<file path="src/rtl/mbp_pkg.sv">
`timescale 1ns / 1ps
// ---------------------------------------------------------------------------
// mbp_pkg
// Shared types, constants and helper functions of the Markov background block.
// ---------------------------------------------------------------------------
package mbp_pkg;

   localparam int PROB_FRAC_BITS_DEF = 16;
   localparam int TABLE_WORDS        = 84;
   localparam int DINUC_BASE         = 4;
   localparam int COND_BASE          = 20;
   localparam int QUEUE_DEPTH        = 4;
   localparam int PROB_W             = 24;
   localparam int DEN_W              = 24;
   localparam int SUM0_W             = 18;
   localparam int SUM1_W             = 20;
   localparam int SUM2_W             = 22;

   localparam logic [7:0] CHAR_GAP   = 8'h2D;
   localparam logic [4:0] SET_BAD    = 5'h10;

   localparam logic [6:0] END_ORDER0 = 7'd3;
   localparam logic [6:0] END_DINUC  = 7'd19;
   localparam logic [6:0] END_COND   = 7'd83;

   typedef enum logic [2:0] {
      ST_OK       = 3'd0,
      ST_WRITTEN  = 3'd1,
      ST_GAP      = 3'd2,
      ST_UNKNOWN  = 3'd3,
      ST_ZERO_DIV = 3'd4
   } status_type;

   typedef enum logic [1:0] {
      JOB_WRITE = 2'd0,
      JOB_CHAR  = 2'd1,
      JOB_ERR   = 2'd2
   } kind_type;

   typedef enum logic [1:0] {
      PH_FIRST  = 2'd0,
      PH_SECOND = 2'd1,
      PH_LATER  = 2'd2
   } phase_type;

   typedef struct packed {
      kind_type   kind;
      logic [6:0] addr;
      logic [15:0] value;
      logic [4:0] base_set;
      logic [3:0] cur;
      logic [3:0] prev;
      logic [3:0] pprev;
      phase_type  phase;
      logic [2:0] n0;
      logic [4:0] n1;
      logic [6:0] n2;
      status_type status;
   } job_type;

   // Bit 4 of the result flags a character that the letter table does not decode.
   function automatic logic [4:0] decode_letter(input logic [7:0] ch);
      logic [7:0] up;
      logic [4:0] r;
      up = ch;
      if (ch >= 8'h61 && ch <= 8'h7A) begin
         up = ch - 8'h20;
      end
      unique case (up)
         8'h41:   r = 5'h01;
         8'h42:   r = 5'h0E;
         8'h43:   r = 5'h02;
         8'h44:   r = 5'h0D;
         8'h47:   r = 5'h04;
         8'h48:   r = 5'h0B;
         8'h4B:   r = 5'h0C;
         8'h4D:   r = 5'h03;
         8'h4E:   r = 5'h0F;
         8'h52:   r = 5'h05;
         8'h53:   r = 5'h06;
         8'h54:   r = 5'h08;
         8'h55:   r = 5'h00;
         8'h56:   r = 5'h07;
         8'h57:   r = 5'h09;
         8'h58:   r = 5'h00;
         8'h59:   r = 5'h0A;
         default: r = SET_BAD;
      endcase
      return r;
   endfunction

   function automatic logic [3:0] complement_set(input logic [3:0] s);
      return {s[0], s[1], s[2], s[3]};
   endfunction

   function automatic logic [2:0] pop4(input logic [3:0] s);
      return 3'(s[0]) + 3'(s[1]) + 3'(s[2]) + 3'(s[3]);
   endfunction

endpackage

</file>
<file path="src/rtl/mbp_front.sv">
`timescale 1ns / 1ps
// ---------------------------------------------------------------------------
// mbp_front
// Accepts beats, decodes characters and tracks the sequence context.
// ---------------------------------------------------------------------------
module mbp_front import mbp_pkg::*; (
   input  logic        clock,
   input  logic        reset,
   input  logic        req_valid,
   output logic        req_stall,
   input  logic        req_func,
   input  logic [6:0]  req_table_addr,
   input  logic [15:0] req_table_value,
   input  logic [7:0]  req_symbol,
   input  logic        req_seq_start,
   input  logic        reverse,
   input  logic        queue_full,
   output logic        push,
   output job_type     job
);

   logic [3:0] prev_ff, prev_in;
   logic [3:0] pprev_ff, pprev_in;
   phase_type  phase_ff, phase_in;
   logic [4:0] dec;
   logic [3:0] cur;
   logic       lower;
   logic [2:0] n0, np, npp;
   logic [4:0] n1;
   phase_type  phase_eff;

   assign req_stall = queue_full;
   assign push      = req_valid & ~queue_full;

   always_comb begin
      dec       = decode_letter(req_symbol);
      lower     = (req_symbol >= 8'h61) && (req_symbol <= 8'h7A);
      cur       = reverse ? complement_set(dec[3:0]) : dec[3:0];
      phase_eff = req_seq_start ? PH_FIRST : phase_ff;
      n0        = pop4(cur);
      np        = pop4(prev_ff);
      npp       = pop4(pprev_ff);
      n1        = 5'(np) * 5'(n0);

      job          = '0;
      job.addr     = req_table_addr;
      job.value    = req_table_value;
      job.cur      = cur;
      job.prev     = prev_ff;
      job.pprev    = pprev_ff;
      job.phase    = phase_eff;
      job.n0       = n0;
      job.n1       = n1;
      job.n2       = 7'(npp) * 7'(n1);
      job.base_set = {lower, cur};
      job.status   = ST_OK;
      if (!req_func) begin
         job.kind     = JOB_WRITE;
         job.base_set = '0;
         job.status   = ST_WRITTEN;
      end else if (dec[4]) begin
         job.kind     = JOB_ERR;
         job.base_set = '0;
         job.status   = (req_symbol == CHAR_GAP) ? ST_GAP : ST_UNKNOWN;
      end else begin
         job.kind = JOB_CHAR;
      end

      prev_in  = prev_ff;
      pprev_in = pprev_ff;
      phase_in = phase_ff;
      if (push && req_func && !dec[4]) begin
         pprev_in = prev_ff;
         prev_in  = cur;
         phase_in = (phase_eff == PH_FIRST) ? PH_SECOND : PH_LATER;
      end
   end

   always_ff @(posedge clock) begin
      if (reset) begin
         prev_ff  <= '0;
         pprev_ff <= '0;
         phase_ff <= PH_FIRST;
      end else begin
         prev_ff  <= prev_in;
         pprev_ff <= pprev_in;
         phase_ff <= phase_in;
      end
   end

endmodule

</file>
<file path="src/rtl/mbp_queue.sv">
`timescale 1ns / 1ps
// ---------------------------------------------------------------------------
// mbp_queue
// Small first-in first-out queue of decoded jobs between front and back.
// ---------------------------------------------------------------------------
module mbp_queue import mbp_pkg::*; #(
   parameter int DEPTH = QUEUE_DEPTH
) (
   input  logic    clock,
   input  logic    reset,
   input  logic    push,
   input  job_type din,
   output logic    full,
   input  logic    pop,
   output job_type dout,
   output logic    empty
);

   localparam int PTR_W = (DEPTH > 1) ? $clog2(DEPTH) : 1;
   localparam int CNT_W = $clog2(DEPTH + 1);

   job_type            slot_ff [DEPTH];
   logic [PTR_W-1:0]   wr_ff, wr_in, rd_ff, rd_in;
   logic [CNT_W-1:0]   cnt_ff, cnt_in;

   assign full  = (cnt_ff == CNT_W'(DEPTH));
   assign empty = (cnt_ff == '0);
   assign dout  = slot_ff[rd_ff];

   always_comb begin
      wr_in  = wr_ff;
      rd_in  = rd_ff;
      cnt_in = cnt_ff;
      if (push) begin
         wr_in = (wr_ff == PTR_W'(DEPTH - 1)) ? '0 : wr_ff + 1'b1;
      end
      if (pop) begin
         rd_in = (rd_ff == PTR_W'(DEPTH - 1)) ? '0 : rd_ff + 1'b1;
      end
      if (push && !pop) begin
         cnt_in = cnt_ff + 1'b1;
      end else if (pop && !push) begin
         cnt_in = cnt_ff - 1'b1;
      end
   end

   always_ff @(posedge clock) begin
      if (reset) begin
         wr_ff  <= '0;
         rd_ff  <= '0;
         cnt_ff <= '0;
      end else begin
         wr_ff  <= wr_in;
         rd_ff  <= rd_in;
         cnt_ff <= cnt_in;
      end
   end

   always_ff @(posedge clock) begin
      if (push) begin
         slot_ff[wr_ff] <= din;
      end
   end

endmodule

</file>
<file path="src/rtl/mbp_back.sv">
`timescale 1ns / 1ps
// ---------------------------------------------------------------------------
// mbp_back
// Holds the probability table, sums the matching terms one per cycle and
// divides with a bit-serial restoring divider.
// ---------------------------------------------------------------------------
module mbp_back import mbp_pkg::*; #(
   parameter int PROB_FRAC_BITS = PROB_FRAC_BITS_DEF
) (
   input  logic                clock,
   input  logic                reset,
   input  job_type             job,
   input  logic                empty,
   output logic                pop,
   output logic                rsp_valid,
   input  logic                rsp_stall,
   output logic [PROB_W-1:0]   rsp_position_prob,
   output logic [4:0]          rsp_base_set,
   output logic [2:0]          rsp_status
);

   localparam int NUM_W = PROB_W + PROB_FRAC_BITS;
   localparam int BIT_W = $clog2(NUM_W + 1);

   typedef enum logic [2:0] {S_IDLE, S_SCAN, S_SETUP, S_DIV, S_OUT} state_type;

   state_type           state_ff;
   job_type             job_ff;
   logic [15:0]         mem [TABLE_WORDS];
   logic [15:0]         rd_data_ff;
   logic [6:0]          idx_ff, end_idx;
   logic                issue_ff;
   logic                tag_valid_ff, tag_hit_ff, tag_last_ff;
   logic [1:0]          tag_class_ff, cls;
   logic                hit;
   logic [5:0]          cidx;
   logic [3:0]          didx;
   logic [SUM0_W-1:0]   sum0_ff;
   logic [SUM1_W-1:0]   sum1_ff;
   logic [SUM2_W-1:0]   sum2_ff;
   logic [NUM_W-1:0]    num_ff;
   logic [DEN_W-1:0]    den_ff;
   logic [DEN_W-1:0]    rem_ff;
   logic [BIT_W-1:0]    bit_ff;
   logic [DEN_W:0]      trial;
   logic                fits;
   logic [22:0]         num_prod, den_prod;
   logic [PROB_W-1:0]   res_prob_ff;
   status_type          res_status_ff;
   logic                rsp_valid_ff;
   logic [PROB_W-1:0]   rsp_prob_ff;
   logic [4:0]          rsp_set_ff;
   logic [2:0]          rsp_status_ff;
   logic                out_free;
   logic                rsp_load;

   assign out_free          = ~rsp_valid_ff | ~rsp_stall;
   assign pop               = (state_ff == S_IDLE) & ~empty & out_free;
   assign rsp_load          = (pop & (job.kind != JOB_CHAR)) |
                              ((state_ff == S_OUT) & out_free);
   assign rsp_valid         = rsp_valid_ff;
   assign rsp_position_prob = rsp_prob_ff;
   assign rsp_base_set      = rsp_set_ff;
   assign rsp_status        = rsp_status_ff;

   // Walk the table linearly: order-0 words first, then pairs, then triples.
   always_comb begin
      didx = 4'(idx_ff - 7'(DINUC_BASE));
      cidx = 6'(idx_ff - 7'(COND_BASE));
      if (idx_ff < 7'(DINUC_BASE)) begin
         cls = 2'd0;
         hit = job_ff.cur[idx_ff[1:0]];
      end else if (idx_ff < 7'(COND_BASE)) begin
         cls = 2'd1;
         hit = job_ff.prev[didx[3:2]] & job_ff.cur[didx[1:0]];
      end else begin
         cls = 2'd2;
         hit = job_ff.pprev[cidx[5:4]] & job_ff.prev[cidx[3:2]] & job_ff.cur[cidx[1:0]];
      end
      unique case (job_ff.phase)
         PH_FIRST:  end_idx = END_ORDER0;
         PH_SECOND: end_idx = END_DINUC;
         default:   end_idx = END_COND;
      endcase
      trial    = {rem_ff, num_ff[NUM_W-1]};
      fits     = (trial >= {1'b0, den_ff});
      num_prod = 23'(sum1_ff) * 23'(job_ff.n0);
      den_prod = 23'(job_ff.n1) * 23'(sum0_ff);
   end

   always_ff @(posedge clock) begin
      if (pop && job.kind == JOB_WRITE && job.addr < 7'(TABLE_WORDS)) begin
         mem[job.addr] <= job.value;
      end
      rd_data_ff <= mem[idx_ff];
   end

   always_ff @(posedge clock) begin
      if (reset) begin
         state_ff     <= S_IDLE;
         rsp_valid_ff <= 1'b0;
         issue_ff     <= 1'b0;
         tag_valid_ff <= 1'b0;
         idx_ff       <= '0;
      end else begin
         if (rsp_load) begin
            rsp_valid_ff <= 1'b1;
         end else if (rsp_valid_ff && !rsp_stall) begin
            rsp_valid_ff <= 1'b0;
         end
         unique case (state_ff)
            S_IDLE: begin
               if (pop) begin
                  job_ff <= job;
                  if (job.kind == JOB_CHAR) begin
                     idx_ff   <= '0;
                     issue_ff <= 1'b1;
                     sum0_ff  <= '0;
                     sum1_ff  <= '0;
                     sum2_ff  <= '0;
                     state_ff <= S_SCAN;
                  end else begin
                     rsp_prob_ff   <= '0;
                     rsp_set_ff    <= job.base_set;
                     rsp_status_ff <= job.status;
                  end
               end
            end
            S_SCAN: begin
               tag_valid_ff <= issue_ff;
               tag_class_ff <= cls;
               tag_hit_ff   <= hit;
               tag_last_ff  <= (idx_ff == end_idx);
               if (issue_ff) begin
                  if (idx_ff == end_idx) begin
                     issue_ff <= 1'b0;
                  end else begin
                     idx_ff <= idx_ff + 1'b1;
                  end
               end
               if (tag_valid_ff && tag_hit_ff) begin
                  unique case (tag_class_ff)
                     2'd0:    sum0_ff <= sum0_ff + SUM0_W'(rd_data_ff);
                     2'd1:    sum1_ff <= sum1_ff + SUM1_W'(rd_data_ff);
                     default: sum2_ff <= sum2_ff + SUM2_W'(rd_data_ff);
                  endcase
               end
               // The last word was issued in the cycle before, so issue_ff is low here.
               if (tag_valid_ff && tag_last_ff) begin
                  state_ff <= S_SETUP;
               end
            end
            S_SETUP: begin
               res_prob_ff <= '0;
               rem_ff      <= '0;
               bit_ff      <= '0;
               unique case (job_ff.phase)
                  PH_FIRST: begin
                     num_ff        <= NUM_W'(sum0_ff);
                     den_ff        <= DEN_W'(job_ff.n0);
                     res_status_ff <= ST_OK;
                     state_ff      <= (job_ff.n0 == '0) ? S_OUT : S_DIV;
                  end
                  PH_SECOND: begin
                     num_ff        <= NUM_W'(num_prod) << PROB_FRAC_BITS;
                     den_ff        <= DEN_W'(den_prod);
                     res_status_ff <= (sum0_ff == '0) ? ST_ZERO_DIV : ST_OK;
                     state_ff      <= (sum0_ff == '0 || job_ff.n1 == '0) ? S_OUT : S_DIV;
                  end
                  default: begin
                     num_ff        <= NUM_W'(sum2_ff);
                     den_ff        <= DEN_W'(job_ff.n2);
                     res_status_ff <= ST_OK;
                     state_ff      <= (job_ff.n2 == '0) ? S_OUT : S_DIV;
                  end
               endcase
            end
            S_DIV: begin
               if (bit_ff == BIT_W'(NUM_W)) begin
                  res_prob_ff <= (|num_ff[NUM_W-1:PROB_W]) ? '1 : num_ff[PROB_W-1:0];
                  state_ff    <= S_OUT;
               end else begin
                  // The quotient bits shift in where the numerator shifts out.
                  rem_ff <= fits ? DEN_W'(trial - {1'b0, den_ff}) : DEN_W'(trial);
                  num_ff <= {num_ff[NUM_W-2:0], fits};
                  bit_ff <= bit_ff + 1'b1;
               end
            end
            default: begin
               if (out_free) begin
                  rsp_prob_ff   <= res_prob_ff;
                  rsp_set_ff    <= job_ff.base_set;
                  rsp_status_ff <= res_status_ff;
                  state_ff      <= S_IDLE;
               end
            end
         endcase
      end
   end

endmodule

</file>
<file path="src/rtl/markov_background_prob.sv">
`timescale 1ns / 1ps
// ---------------------------------------------------------------------------
// markov_background_prob
// Second-order Markov background probability over IUPAC nucleotide streams.
//
//   channel   ports                        direction  handshake
//   req       req_func .. req_seq_start    in         req_valid / req_stall
//   rsp       rsp_position_prob .. status  out        rsp_valid / rsp_stall
//   csr       psel penable pwrite paddr    in         pready always high
//
// A table write or a bad character never leaves the idle state of the back
// end; its result beat is loaded into the output register when its job is
// popped. For a character the back end scans the table words through the
// read pipeline (4, 20 or 84 words for positions 0, 1 and later), sets up
// the bit-serial divider, runs it and then outputs the result. The divider
// is skipped when the term count or, at position 1, the order-0 sum is zero.
// The front accepts beats while the job queue has room, so it runs ahead.
// Reset is synchronous; the table itself is not cleared.
// ---------------------------------------------------------------------------
module markov_background_prob import mbp_pkg::*; #(
   parameter int PROB_FRAC_BITS = PROB_FRAC_BITS_DEF
) (
   input  logic              clock,
   input  logic              reset,
   input  logic              req_valid,
   output logic              req_stall,
   input  logic              req_func,
   input  logic [6:0]        req_table_addr,
   input  logic [15:0]       req_table_value,
   input  logic [7:0]        req_symbol,
   input  logic              req_seq_start,
   output logic              rsp_valid,
   input  logic              rsp_stall,
   output logic [PROB_W-1:0] rsp_position_prob,
   output logic [4:0]        rsp_base_set,
   output logic [2:0]        rsp_status,
   input  logic              psel,
   input  logic              penable,
   input  logic              pwrite,
   input  logic [2:0]        paddr,
   input  logic [31:0]       pwdata,
   output logic [31:0]       prdata,
   output logic              pready
);

   localparam logic [2:0] REG_REVERSE = 3'd0;

   logic    reverse_ff;
   logic    push, pop, full, empty;
   job_type fjob, qjob;

   assign pready = 1'b1;
   assign prdata = (paddr == REG_REVERSE) ? {31'd0, reverse_ff} : 32'd0;

   always_ff @(posedge clock) begin
      if (reset) begin
         reverse_ff <= 1'b0;
      end else if (psel && penable && pwrite && paddr == REG_REVERSE) begin
         reverse_ff <= pwdata[0];
      end
   end

   mbp_front u_front (
      .clock           (clock),
      .reset           (reset),
      .req_valid       (req_valid),
      .req_stall       (req_stall),
      .req_func        (req_func),
      .req_table_addr  (req_table_addr),
      .req_table_value (req_table_value),
      .req_symbol      (req_symbol),
      .req_seq_start   (req_seq_start),
      .reverse         (reverse_ff),
      .queue_full      (full),
      .push            (push),
      .job             (fjob)
   );

   mbp_queue #(.DEPTH(QUEUE_DEPTH)) u_queue (
      .clock (clock),
      .reset (reset),
      .push  (push),
      .din   (fjob),
      .full  (full),
      .pop   (pop),
      .dout  (qjob),
      .empty (empty)
   );

   mbp_back #(.PROB_FRAC_BITS(PROB_FRAC_BITS)) u_back (
      .clock             (clock),
      .reset             (reset),
      .job               (qjob),
      .empty             (empty),
      .pop               (pop),
      .rsp_valid         (rsp_valid),
      .rsp_stall         (rsp_stall),
      .rsp_position_prob (rsp_position_prob),
      .rsp_base_set      (rsp_base_set),
      .rsp_status        (rsp_status)
   );

endmodule

</file>
<file path="config.mk">
export PLATFORM = sky130hd
export DESIGN_NAME = markov_background_prob
export DESIGN_NICKNAME = d
export VERILOG_FILES = /design/src/rtl/mbp_pkg.sv /design/src/rtl/mbp_front.sv /design/src/rtl/mbp_queue.sv /design/src/rtl/mbp_back.sv /design/src/rtl/markov_background_prob.sv
export SDC_FILE = /design/constraint.sdc
export NUM_CORES = 2
export LEC_CHECK = 0
export BUFFER_PORTS_ARGS = -buffer_cell sky130_fd_sc_hd__buf_2
export CAP_MARGIN = 10
export CORE_UTILIZATION = 35
export CTS_BUF_LIST = sky130_fd_sc_hd__clkbuf_4 sky130_fd_sc_hd__clkbuf_8 sky130_fd_sc_hd__clkbuf_16
export DETAILED_ROUTE_END_ITERATION = 7
export HOLD_SLACK_MARGIN = 0.08
export PLACE_DENSITY = 0.59
export SETUP_SLACK_MARGIN = 0.02
export SYNTH_ARGS = -nofsm -noshare
export SYNTH_HDL_FRONTEND = slang
export SYNTH_HIERARCHICAL = 1
export SYNTH_SLANG_ARGS = --single-unit
export TNS_END_PERCENT = 100
</file>
<file path="constraint.sdc">
create_clock -name clock -period 6 [get_ports clock]
set_input_delay 0.3 -clock clock [delete_from_list [all_inputs] [get_ports clock]]
set_output_delay 0.3 -clock clock [all_outputs]
set_load 0.02 [all_outputs]
</file>
==> flow_metrics.env <==
export IMPL_routedWlPerCell_um=22.74
export IMPL_hold_class="in -> reg"
export IMPL_die_w_um=486.4
export IMPL_fin_nets=5293
export IMPL_overflow=0
export IMPL_p_leak_nw=31.34
export IMPL_min_path_cells=4
export IMPL_numCtsBuffers=190
export IMPL_setup_viol_count_final=0
export IMPL_holdWs_ns=0.1626
export IMPL_clk_pin_slew_ns=0.06
export IMPL_numPortBuffers=78
export IMPL_dp_cells=7891
export IMPL_wl_met2_um=88370
export IMPL_crit_fanout=13
export IMPL_slew_viol_final=0
export IMPL_reg2reg_to="u_queue/slot_ff[1][9]"
export IMPL_hp_start="req_valid"
export IMPL_fin_crit_sh=0.9622
export IMPL_r2r_cells=24
export IMPL_cp_arrival_ns=6.30
export IMPL_drive_above_1_share=0.2224
export IMPL_wl_met3_um=11110
export IMPL_instances_no_fill=8273
export IMPL_finClkSkew_ns=0.07952
export IMPL_htreeDepth=4
export IMPL_setup_tns_ns=0
export IMPL_cp_end_kind="flip-flop"
export IMPL_boundaryPins=142
export IMPL_clock_latency_ns=0.84
export IMPL_startpoint_type="flip-flop"
export IMPL_drc_errors=0
export IMPL_netlist_instances=4712
export IMPL_ys_ff_latch=1889
export IMPL_maxCapViolations=0
export IMPL_power_density_mw_per_mm2=396.4
export IMPL_place_ws_ns=-0.1035
export IMPL_num_vias=42760
export IMPL_relSlewSlack=0.3058
export IMPL_cts_path_max_buffers=3
export IMPL_place_hpwl_um=116100
export IMPL_area_growth_pct=13.88
export IMPL_antenna_found_initial=8
export IMPL_die_h_um=486.4
export IMPL_ys_warn_count=6
export IMPL_synth_yosys_seq_area_share=0.6846
export IMPL_drt_first_pass_iters=5
export IMPL_status="completed"
export IMPL_finalHoldViolCount=0
export IMPL_rrSetupSlack_ns=0.23
export IMPL_clockRootBuffer="clkbuf_16"
export IMPL_rsz0062_at_grt="no"
export IMPL_peakVddDrop_v=0.0004396
export IMPL_fin_crit_ns=5.773
export IMPL_postRouteAntennaNets=0
export IMPL_dpl_instance_area_mm2=0.08690
export IMPL_m1WireLength_um=84450
export IMPL_cts_sinks=1889
export IMPL_dieArea_mm2=0.2366
export IMPL_netlist_area_mm2=0.08214
export IMPL_routabilityCongestion=0.8289
export IMPL_crit_type="reg -> reg"
export IMPL_routed_wl_um=188200
export IMPL_grt_first_pass_wirelength_um=282000
export IMPL_synth_distinct_cells=96
export IMPL_reg2reg_from="reverse_ff"
export IMPL_drtIter0Drc=3699
export IMPL_synth_edff_count=1840
export IMPL_synth_ff_type="edfxtp_1"
export IMPL_worstPathRequired_ns=6.52
export IMPL_fin_area_mm2=0.09354
export IMPL_grt_usage=0.1584
export IMPL_grt_max_degree=85
export IMPL_max_slew_worst_pin_slew_ns=1.041
export IMPL_hold_end="u_queue/wr_ff[0]"
export IMPL_highest_layer="met5"
export IMPL_fmax_mhz=173.2
export IMPL_core_mm2=0.2330
export IMPL_routed_via_density=5.169
export IMPL_rows=177
export IMPL_synth_area_per_cell_um2=17.43
export IMPL_fin_ws_ns=0.2268
export IMPL_cts_tree="yes"
export IMPL_grt_pass1_vias=42836
export IMPL_async_flop_share=0
export IMPL_start_util=0.3526
==> worst max path at each step <==
stage                             start               endpoint  slack (ns)
final                        reverse_ff  u_queue/slot_ff[1][9]        0.23
after global routing         reverse_ff  u_queue/slot_ff[2][9]        0.06
after CTS                    reverse_ff  u_queue/slot_ff[2][9]        0.05
after detailed placement  req_symbol[1]  u_queue/slot_ff[1][9]       -0.10
after global placement    req_symbol[1]  u_queue/slot_ff[0][9]       -0.04
after floorplan           req_symbol[1]  u_queue/slot_ff[0][9]        0.09
==> cell type report <==
| type | instances | area (um2) |
|---|---|---|
| repair buffers | 317 | 2422 |
| inverters | 194 | 730.7 |
| multi-input cells | 2393 | 23980 |
| diodes | 1 | 2.502 |
| fillers | 21030 | 139400 |
| flip-flops and latches | 1889 | 56250 |
| clock buffers | 235 | 5146 |
| well taps | 3132 | 3919 |
| clock inverters | 112 | 1095 |
==> flip-flops by register name, indices dropped and copies added (netlist names), 5 cells and up, named ones only <==
signal                    flops
u_queue/slot_ff             248
u_back/rsp_position_prob     24
u_back/mem                 1344
u_back/rd_data_ff            16
u_back/rsp_base_set           5
u_back/sum2_ff               22
u_back/job_ff                34
u_back/den_ff                23
u_back/num_ff                40
u_back/res_prob_ff           24
u_back/sum0_ff               18
u_back/idx_ff                 7
u_back/bit_ff                 6
u_back/sum1_ff               20
u_back/rem_ff                24
==> worst max-delay path, stage by stage, from the launching register on <==
cell      delay, ns
dfxtp_2        0.33
buf_6          0.14
and3b_1        0.21
nor3_1         0.05
a311oi_1       0.35
o22ai_2        0.17
or2_4          0.26
fa_1           0.50
inv_1          0.06
ha_2           0.18
ha_4           0.27
and2_1         0.14
fa_1           0.43
ha_2           0.19
fa_2           0.35
xor2_2         0.16
xnor2_2        0.18
nand2_1        0.11
fa_1           0.54
inv_1          0.06
ha_4           0.21
a21o_1         0.19
a21oi_2        0.17
xnor2_2        0.10
xnor2_2        0.15
==> placed cells by master, fill, tap and decap left out, types with 13 or more instances in the layout <==
cell	count
buf_4	193
conb_1	33
o22ai_1	19
nor4_1	13
o31ai_1	13
o21bai_1	15
edfxtp_1	1840
nand2_1	297
and3_1	24
clkinv_2	29
o221ai_1	17
o21a_1	18
a21o_1	45
dlygate4sd3_1	32
fa_1	80
a21oi_1	118
mux2i_1	56
nor3b_1	24
bufinv_16	13
clkbuf_16	192
a211oi_1	31
clkinv_1	44
a31oi_1	24
or3_1	16
nand2b_1	31
inv_1	192
dfxtp_1	42
clkbuf_4	40
nand3_1	43
and2_1	100
xor2_1	51
ha_1	148
xnor2_1	43
nor2_1	256
nor3_1	45
nor2b_1	53
mux4_2	464
buf_2	78
o21ai_0	114
==> metal layers <==
layer  up-vias  global-route usage
met5         -                   0
met1     22330              0.2267
met3       253             0.02466
li1      18984                   -
met2      1191              0.2510
met4         2             0.04210
==> timing repair <==
item	CTS	global route
setup buffers	0	1
gates resized for setup	2	10
pin swaps	3	9
hold buffers	32	0
hold endpoints to repair	158	0
endpoints found under the setup margin	4	4
==> synth_stat cells, drive strengths merged (32+ instances only) <==
master  instances  area (um2)
edfxtp       1840       55250
mux4          466       10500
nand2         298        1119
nor2          268        1006
inv           194       728.2
ha            152        1902
buf           148        1045
a21oi         123       619.4
o21ai         121       609.3
clkbuf        118       452.9
and2          108       678.2
fa             81        1622
mux2i          56       560.5
nor2b          53       331.6
xor2           52       455.4
dfxtp          49       980.9
nor3           48       256.5
a21o           47       355.3
xnor2          46       402.9
nand3          44       220.2
a211oi         32       245.2
nand2b         32       202.7
==> metrics by stage <==
step / utilization / total power, mW
2_1_floorplan: - / 23.01
5_1_grt: 0.4015 / 38.81
3_3_place_gp: 0.3729 / 25.42
4_1_cts: 0.4012 / 37.44
6_report: 0.4015 / 37.08
3_5_place_dp: 0.3730 / 25.64
==> kinds of logic after synthesis <==
kind of cell / count (synthesis) / share of synthesized area
xor gates and xnor gates: 98 / 0.01045
and+or+nand+nor: 983 / 0.05756
other: 3 / 0.0001371
DFF: 1889 / 0.6846
buffers and inverters: 460 / 0.02710
muxes: 531 / 0.1359
adders and majority gates: 233 / 0.04289
AOI/OAI and AO/OA: 515 / 0.04134
==> report_power, final <==
part	internal, mW	switching [mW]
Sequential	16.6	0.430
Combinational	2.93	5.39
Clock	6.68	5.07
Power figures use the tool's default switching activity.
